$ cat src/rtl/core/servo_position_reply_parser_defines.svh
// Assertion macros shared by the servo reply parser RTL.
`ifndef SERVO_POSITION_REPLY_PARSER_DEFINES_SVH
`define SERVO_POSITION_REPLY_PARSER_DEFINES_SVH

// Same-cycle implication, disabled while reset is held.
`define SPRP_ASSERT_NOW(label, clk, rst_n, ante, cons, msg) \
    label: assert property (@(posedge clk) disable iff (!rst_n) (ante) |-> (cons)) \
        else $error(msg);

// Next-cycle implication, disabled while reset is held.
`define SPRP_ASSERT_NEXT(label, clk, rst_n, ante, cons, msg) \
    label: assert property (@(posedge clk) disable iff (!rst_n) (ante) |=> (cons)) \
        else $error(msg);

`endif

$ cat src/rtl/core/sprp_pkg.sv
// Types and constants of the servo position reply parser.
`timescale 1ns / 1ps
`default_nettype none

package sprp_pkg;

    typedef enum logic [2:0] {
        VERDICT_OK    = 3'd0,
        VERDICT_FRAME = 3'd1,
        VERDICT_ID    = 3'd2,
        VERDICT_CMD   = 3'd3,
        VERDICT_SUM   = 3'd4,
        VERDICT_RANGE = 3'd5
    } t_verdict;

    typedef enum logic {
        CMD_START = 1'b0,
        CMD_BYTE  = 1'b1
    } t_command;

    typedef enum logic {
        REG_REPLY_COMMAND = 1'b0,
        REG_MAX_POSITION  = 1'b1
    } t_reg_index;

    localparam logic [7:0]  FRAME_HEADER        = 8'h55;
    localparam logic [7:0]  FRAME_LEN_FIELD     = 8'd5;
    localparam int          FRAME_BYTES         = 8;
    localparam logic [7:0]  REPLY_COMMAND_RESET = 8'd28;
    localparam logic [15:0] MAX_POSITION_RESET  = 16'd1000;

endpackage

`default_nettype wire

$ cat src/rtl/core/servo_position_reply_parser.sv
// Top level of the servo position reply parser.
`timescale 1ns / 1ps
`default_nettype none
`include "servo_position_reply_parser_defines.svh"

// Usage
// The input channel carries one item per handshake: a start item (command 0)
// clears the search and takes the servo id, a byte item (command 1) brings one
// received byte. Every accepted item yields exactly one result item on the
// output channel, showing verdict, found flag and position after that item.
// The result appears in the cycle after acceptance. Unless the output stalls,
// one item per cycle is sustained; the frame check over the eight-byte window is
// a single level of compares and a five-byte sum between the state registers.
// The state registers themselves form the output register, so while a result
// waits under stall the input is stalled too, and the block resumes taking an
// item in the same cycle that the waiting result is taken.
// Synchronous active-low reset empties the window, clears the byte count,
// found flag and position, sets the verdict to frame error, the target id to
// zero, and loads the configuration registers with their reset values.
// The user must write configuration over the APB-style port only while the
// block is idle; the block itself does not enforce it. Register 0 (reply
// command) lies at byte address 0, register 1 (maximum position) at byte address 4.
module servo_position_reply_parser
    import sprp_pkg::*;
#(
    parameter int BUFFER_BYTES = 16
) (
    input  wire logic        i_clk,
    input  wire logic        i_rst_n,

    input  wire logic        i_in_valid,
    output logic             o_in_stall,
    input  wire logic        i_command,
    input  wire logic [7:0]  i_expected_id,
    input  wire logic [7:0]  i_rx_byte,

    output logic             o_out_valid,
    input  wire logic        i_out_stall,
    output logic [2:0]       o_verdict,
    output logic             o_found,
    output logic [15:0]      o_position,

    input  wire logic        psel,
    input  wire logic        penable,
    input  wire logic        pwrite,
    input  wire logic [2:0]  paddr,
    input  wire logic [31:0] pwdata,
    output logic [31:0]      prdata,
    output logic             pready
);

    // The count must be able to hold the buffer length itself.
    localparam int CW = $clog2(BUFFER_BYTES + 1);

    // Configuration registers.
    logic [7:0]  r_reply_command;
    logic [15:0] r_max_position;

    // Search state; verdict, found and position double as the result register.
    logic [7:0]    r_window [0:FRAME_BYTES-1];
    logic [CW-1:0] r_count;
    logic [7:0]    r_target_id;
    t_verdict      r_verdict;
    logic          r_found;
    logic [15:0]   r_position;
    logic          r_out_valid;

    logic [7:0]    n_window [0:FRAME_BYTES-1];
    logic [CW-1:0] n_count;
    logic [7:0]    n_target_id;
    t_verdict      n_verdict;
    logic          n_found;
    logic [15:0]   n_position;

    logic          in_accept;
    logic          out_accept;
    logic          cfg_write;
    logic          byte_taken;
    logic [7:0]    frame_sum;
    logic [15:0]   frame_pos;

    assign pready     = 1'b1;
    assign cfg_write  = psel && penable && pwrite && pready;
    assign out_accept = r_out_valid && !i_out_stall;
    // A waiting result holds the state, so a new item waits with it.
    assign o_in_stall = r_out_valid && i_out_stall;
    assign in_accept  = i_in_valid && !o_in_stall;

    always_comb begin
        case (t_reg_index'(paddr[2]))
            REG_REPLY_COMMAND: prdata = {24'd0, r_reply_command};
            REG_MAX_POSITION:  prdata = {16'd0, r_max_position};
            default:           prdata = 32'd0;
        endcase
    end

    always_ff @(posedge i_clk) begin
        if (!i_rst_n) begin
            r_reply_command <= REPLY_COMMAND_RESET;
            r_max_position  <= MAX_POSITION_RESET;
        end else if (cfg_write) begin
            case (t_reg_index'(paddr[2]))
                REG_REPLY_COMMAND: r_reply_command <= pwdata[7:0];
                REG_MAX_POSITION:  r_max_position  <= pwdata[15:0];
                default: ;
            endcase
        end
    end

    // Bytes are taken only while the buffer still has room.
    assign byte_taken = (t_command'(i_command) == CMD_BYTE) &&
                        (r_count < CW'(BUFFER_BYTES));

    // The shifted window holds the newest byte at the last place.
    always_comb begin
        for (int i = 0; i < FRAME_BYTES - 1; i++) begin
            n_window[i] = r_window[i + 1];
        end
        n_window[FRAME_BYTES - 1] = i_rx_byte;
    end

    // Checksum covers id, length, command and both position bytes.
    assign frame_sum = n_window[2] + n_window[3] + n_window[4] + n_window[5] + n_window[6];
    assign frame_pos = {n_window[6], n_window[5]};

    always_comb begin
        n_count     = r_count;
        n_target_id = r_target_id;
        n_verdict   = r_verdict;
        n_found     = r_found;
        n_position  = r_position;
        if (t_command'(i_command) == CMD_START) begin
            n_count     = '0;
            n_target_id = i_expected_id;
            n_verdict   = VERDICT_FRAME;
            n_found     = 1'b0;
            n_position  = 16'd0;
        end else if (byte_taken) begin
            n_count = r_count + CW'(1);
            // A window with bad headers or length leaves the verdict alone;
            // once a good frame is latched nothing changes it.
            if ((n_count >= CW'(FRAME_BYTES)) && !r_found &&
                (n_window[0] == FRAME_HEADER) && (n_window[1] == FRAME_HEADER) &&
                (n_window[3] == FRAME_LEN_FIELD)) begin
                if (n_window[2] != r_target_id) begin
                    n_verdict = VERDICT_ID;
                end else if (n_window[4] != r_reply_command) begin
                    n_verdict = VERDICT_CMD;
                end else if (~frame_sum != n_window[FRAME_BYTES - 1]) begin
                    n_verdict = VERDICT_SUM;
                end else if (frame_pos > r_max_position) begin
                    n_verdict = VERDICT_RANGE;
                end else begin
                    n_verdict  = VERDICT_OK;
                    n_found    = 1'b1;
                    n_position = frame_pos;
                end
            end
        end
    end

    always_ff @(posedge i_clk) begin
        if (!i_rst_n) begin
            for (int i = 0; i < FRAME_BYTES; i++) begin
                r_window[i] <= 8'd0;
            end
            r_count     <= '0;
            r_target_id <= 8'd0;
            r_verdict   <= VERDICT_FRAME;
            r_found     <= 1'b0;
            r_position  <= 16'd0;
            r_out_valid <= 1'b0;
        end else begin
            if (in_accept) begin
                if (t_command'(i_command) == CMD_START) begin
                    for (int i = 0; i < FRAME_BYTES; i++) begin
                        r_window[i] <= 8'd0;
                    end
                end else if (byte_taken) begin
                    for (int i = 0; i < FRAME_BYTES; i++) begin
                        r_window[i] <= n_window[i];
                    end
                end
                r_count     <= n_count;
                r_target_id <= n_target_id;
                r_verdict   <= n_verdict;
                r_found     <= n_found;
                r_position  <= n_position;
                r_out_valid <= 1'b1;
            end else if (out_accept) begin
                r_out_valid <= 1'b0;
            end
        end
    end

    assign o_out_valid = r_out_valid;
    assign o_verdict   = r_verdict;
    assign o_found     = r_found;
    assign o_position  = r_position;

    `SPRP_ASSERT_NOW(a_found_means_ok, i_clk, i_rst_n, r_found, r_verdict == VERDICT_OK, "found set without an OK verdict")
    `SPRP_ASSERT_NOW(a_position_zero_unless_found, i_clk, i_rst_n, !r_found, r_position == 16'd0, "position reported without a latched frame")
    `SPRP_ASSERT_NEXT(a_found_sticky, i_clk, i_rst_n, r_found && !(in_accept && (t_command'(i_command) == CMD_START)), r_found, "found flag dropped without a start item")
    `SPRP_ASSERT_NOW(a_count_bounded, i_clk, i_rst_n, 1'b1, r_count <= CW'(BUFFER_BYTES), "byte count ran past the buffer length")

endmodule

`default_nettype wire

$ cat config.mk
export PLATFORM = sky130hd
export DESIGN_NAME = servo_position_reply_parser
export DESIGN_NICKNAME = d
export VERILOG_FILES = /design/src/rtl/core/sprp_pkg.sv /design/src/rtl/core/servo_position_reply_parser.sv
export VERILOG_INCLUDE_DIRS = /design/src /design/src/rtl/core
export SDC_FILE = /design/constraint.sdc
export NUM_CORES = 1
export LEC_CHECK = 0
export CORE_UTILIZATION = 38
export CTS_CLUSTER_DIAMETER = 120
export DETAILED_ROUTE_END_ITERATION = 8
export DONT_BUFFER_PORTS = 1
export SYNTH_ARGS = -nofsm -noshare
export SYNTH_HDL_FRONTEND = slang
export SYNTH_SLANG_ARGS = --single-unit
$ cat constraint.sdc
create_clock -name i_clk -period 10.25 [get_ports i_clk]
set_clock_uncertainty 0.2 [all_clocks]
set_input_delay 1.5375 -clock i_clk [delete_from_list [all_inputs] [get_ports i_clk]]
set_output_delay 1.5375 -clock i_clk [all_outputs]
set_load 0.02 [all_outputs]
* Word-level counts from Yosys, hierarchy flattened *
Memory sizes are Yosys's and may differ from the RTL's.
Index checks and enable logic that the tools add are counted.

cells by class
  $add $sub $neg = 5
  magnitude comparators = 3
  equal/unequal tests = 12
  multiplexer cells = 52
  bitwise logic cells = 19
  reduce and logical (&&, ||, !) cells = 20

operators with widths
  operator               number
  $mux W8                16
  $mux W16               7
  $pmux W32 S2           1
  $add A8 B8 Y8          4
  $ne A8 B8 Y1           3
  $mux W3                7
  $mux W1                19
  $eq A8 B7 Y1 const B   2
  $gt A16 B16 Y1         1
  $or A1 B1 Y1           16
  $logic_and A1 B1 Y1    10
  $mux W5                2
  $eq A8 B3 Y1 const B   1
  $ne A2 B2 Y1 const B   4
  $not A8 Y8             1
  $reduce_and A2 Y1      4
  $reduce_and A7 Y1      1
  $add A5 B1 Y5 const B  1
  $ge A5 B4 Y1 const B   1
  $lt A5 B5 Y1 const B   1
  $ne A2 B1 Y1 const B   2
  $logic_not A1 Y1       3
  $reduce_and A3 Y1      1
  $not A1 Y1             2
  $reduce_bool A2 Y1     1

word-level totals
  register bits after elaboration = 58
  memory bits (writable) = 64
  input port bits = 59
  memories = 1

memory list
  memory    depth  bits a word  read ports  clocked after memory_dff  wr ports  line                               source
  r_window  8      8            7           0                         8         servo_position_reply_parser.sv:60  logic [7:0] r_window [0:FRAME_BYTES-1];

* Logic depth before layout (Yosys ltp) *
An unclocked memory read counts as a cell.

  word-level depth = 13
  mapped depth = 15
  mapped depth without buffers = 14

* Least setup slack after synthesis *
Ideal clock, no wire load.

  path kind = register to register
  start = memory r_window[5][1] (netlist: r_window[0][41])
  end = register r_position[10] (netlist: o_position[10])
  arrival time = 3.923 ns
  slack = 6.005 ns
  stages on the path, launching flop included = 14
  path through = edfxtp_1 -> fa_1 -> fa_1 -> fa_1 -> ha_1 -> fa_1 -> a21o_1 -> a21oi_1 -> o21ai_0 -> xnor2_1 -> nor4_4 -> o22a_4 -> buf_12 -> o22ai_2

RTL lines
  element               line                                source
  from (decl)           servo_position_reply_parser.sv:60
  to (signal assigned)  servo_position_reply_parser.sv:188  r_position <= n_position;
  to (decl)             servo_position_reply_parser.sv:65   logic [15:0] r_position;

==> out/qor.csv <==
metric,value,unit
status,"complete, no violations",
synth_xor_area_share,5.344,%
clkTransAtPathRegs,0.05,ns
post_cts_buffers,0,
drive_gt1_share,9.764,%
hold_class,register to register,
worst-path-buf-inv,0,
ys_top_cells_by_area,"edfxtp_1 28%, dfxtp_1 19%, fa_1 6.7%",
cp_top_family,adder cells,
grt_overflow,0,
synthesis.area,5971,um^2
io_pins,114,
max_clock_freq,204.6,MHz
r2r_start,r_window[0][41],
async_flop_share,0,%
num-nets-final,686,
die_y,127.4,um
start_util,39.13,%
synthAdderAreaFrac,12.15,%
internal-power,954.0,uW
muxShareOfSynthArea,1.676,%
cts_tree,built,
routabilityCongestion,0.7960,
rsz0062_at_grt,no,
htreeDepth,4,
rows,45,
maxSlewViolCount,0,
crit_start,r_window[0][41],
antenna_cells,0,
cp_max_fo,3,
hpwl,10060,um
period_minus_slack,4.887,ns
yosysUniqueCellTypes,52,
worstPathArrival,5.02,ns
synth_edf_count,56,
cts_sinks,114,
synth_top_area_cell,edfxtp_1,
grt_usage,17.64,%
dr.pass1.iters,4,
grt_max_degree,40,
grt_pass1_wl,21200,um
fin_tns_setup,0,ns
cts_root_buf,clkbuf_16,
pwr-share-clk,45.1,%
vias,3889,
cts.repair.resized,0,
synth-compound-area-share,9.388,%
route.detailed.drc,0,
cap_violations,0,
synth_top_family_by_area,simple AND/OR/NAND/NOR gates,
dieWidth,127.4,um
pwr_density_cell,193.3,nW/um^2
p_switching,339.1,uW
path_class,register to register,
ys_warn_count,0,
yosys.area_share.simple,16.32,%
combinationalPowerShare,14.8,%
hold_start,r_max_position[15],
slowest_stage,a2111oi_0,
end_kind,register,
ys.flop_type,dfxtp_1,
power.leakage,2.593,nW
worstPathCellList,fa_1 -> fa_1 -> fa_1 -> ha_1 -> fa_1 -> xor2_1 -> nand2_1 -> a211oi_1 -> o2111ai_1 -> a2111oi_0 -> o31ai_1 -> a31oi_1,
ir_drop,0.1062,mV
synth.ff_latch_count,114,
netlist_instances,578,
setup_viol,0,
layout_commonest_cell,nand2_1,
hold_viol_final,0,
synth_seq_area_share,47.61,%
final_cell_mix,"76 x nand2_1, 59 x inv_1, 58 x dfxtp_1, 56 x edfxtp_1, 42 x nor2_1",
grt_pass1_vias,3946,
viasPerCell,4.831,
dieArea,16220,um^2
cts_buffer_depth,2,
worstSkewPairLatency,0.41,ns
p_seq_share,40.1,%
switching_share,26.22,%
numCtsBuffers,17,
core,15260,um^2
cp_common_cell,fa_1,
antenna_found_initial,0,
area_growth_syn_to_layout,12.05,%
avgSynthCellArea,10.33,um^2
period_share,47.68,%
critPathMaxStageDelay,0.74,ns
worst_slew_pin_slew,0.8796,ns
cp-start-kind,register,
hold_buffers,0,
port-buffer-count,0,
yosysTopAreaCellShare,28.16,%
required,10.38,ns
fin_util,43.85,%
fillCellCount,1426,
wl,13350,um
total_power,1.293,mW
drt_iter0_drc,244,
antenna_left,0,
avgRoutedWirePerCell,16.58,um
maxSlewHeadroom,41.30,%
## per-layer routing
| layer | up-vias | global-route usage (%) | wire (um) |
|---|---|---|---|
| met5 | - | 0 | 0 |
| met4 | 0 | 5.602 | 190 |
| met3 | 15 | 5.821 | 746 |
| met2 | 111 | 30.12 | 6685 |
| met1 | 1847 | 20.97 | 5727 |
| li1 | 1916 | - | - |
## state kept, by name, indices dropped and copies added (netlist names)
name,count
r_window,56
o_position,16
r_max_position,16
r_reply_command,8
r_target_id,8
r_count,5
o_verdict,3
o_found,1
o_out_valid,1
## tightest hold or removal path: cells and delay by family, from the launching register on
family	cells	cell delay [ns]
AO/OA/AOI/OAI	1	0.05
AND/OR/NAND/NOR	1	0.05
flip-flops	1	0.31
## power groups by stage
stage	combinational, mW	clock [mW]	sequential (mW)
2_1_floorplan	0.163	0	0.520
6_report	0.191	0.583	0.519
4_1_cts	0.193	0.594	0.520
3_3_place_gp	0.187	0	0.529
3_5_place_dp	0.190	0	0.529
5_1_grt	0.217	0.616	0.521
## metrics by stage
step                instance area [um^2]  setup WS (ns)  cells  hold WS (ns)
global route                        6690          5.131    805        0.2906
finish                              6690          5.363    805        0.2573
CTS                                 6690          5.367    805        0.2599
global placement                    6095          5.487    773        0.2471
detailed placement                  6095          5.420    773        0.2526
floorplan                           6027          6.005    593        0.2363
## area by class of cell
cell class | count | area (um^2) | area share, %
multi-input combinational | 385 | 2744 | 41.01
tap | 211 | 264.0 | 3.946
clock inverter | 11 | 92.59 | 1.384
sequential | 114 | 2843 | 42.49
clock buffer | 21 | 503.0 | 7.518
timing repair buffer | 2 | 15.01 | 0.2244
inverter | 61 | 229.0 | 3.422
## cells by family (layout without fill, tap and decap cells)
family,Yosys count,count (layout)
compound gates,82,82
xor+xnor,34,34
buf+inv,94,95
fa+ha+maj,46,46
flops,114,114
other cells,2,17
simple gates,197,197
mux,9,9
## synthesized netlist by cell type, types with 2 or more instances
library cell and n:
nor2_1 42, xor2_1 8, clkbuf_1 14, o211ai_1 7
o22ai_2 10, xnor2_1 24, a21oi_1 38, mux2_2 8
a21o_1 2, fa_1 20, buf_4 17, dfxtp_1 58
and2_1 38, inv_1 59, ha_1 26, nor4_1 2
nor2b_1 2, o22ai_1 6, nor3_1 2, nand3_1 11
edfxtp_1 56, nand4_1 10, nand2b_1 2, nand2_1 76
nor4bb_1 4, clkinv_1 2, conb_1 2, o31ai_1 2
o21ai_0 7
## final timing paths
kind	depth (start not counted)	slack, ns	to
setup / recovery	12	5.36	o_verdict[0]
hold / removal	2	0.26	r_max_position[15]
setup reg to reg	12	5.36	o_verdict[0]
hold reg to reg	2	0.26	r_max_position[15]
Power figures use the tool's default switching activity.
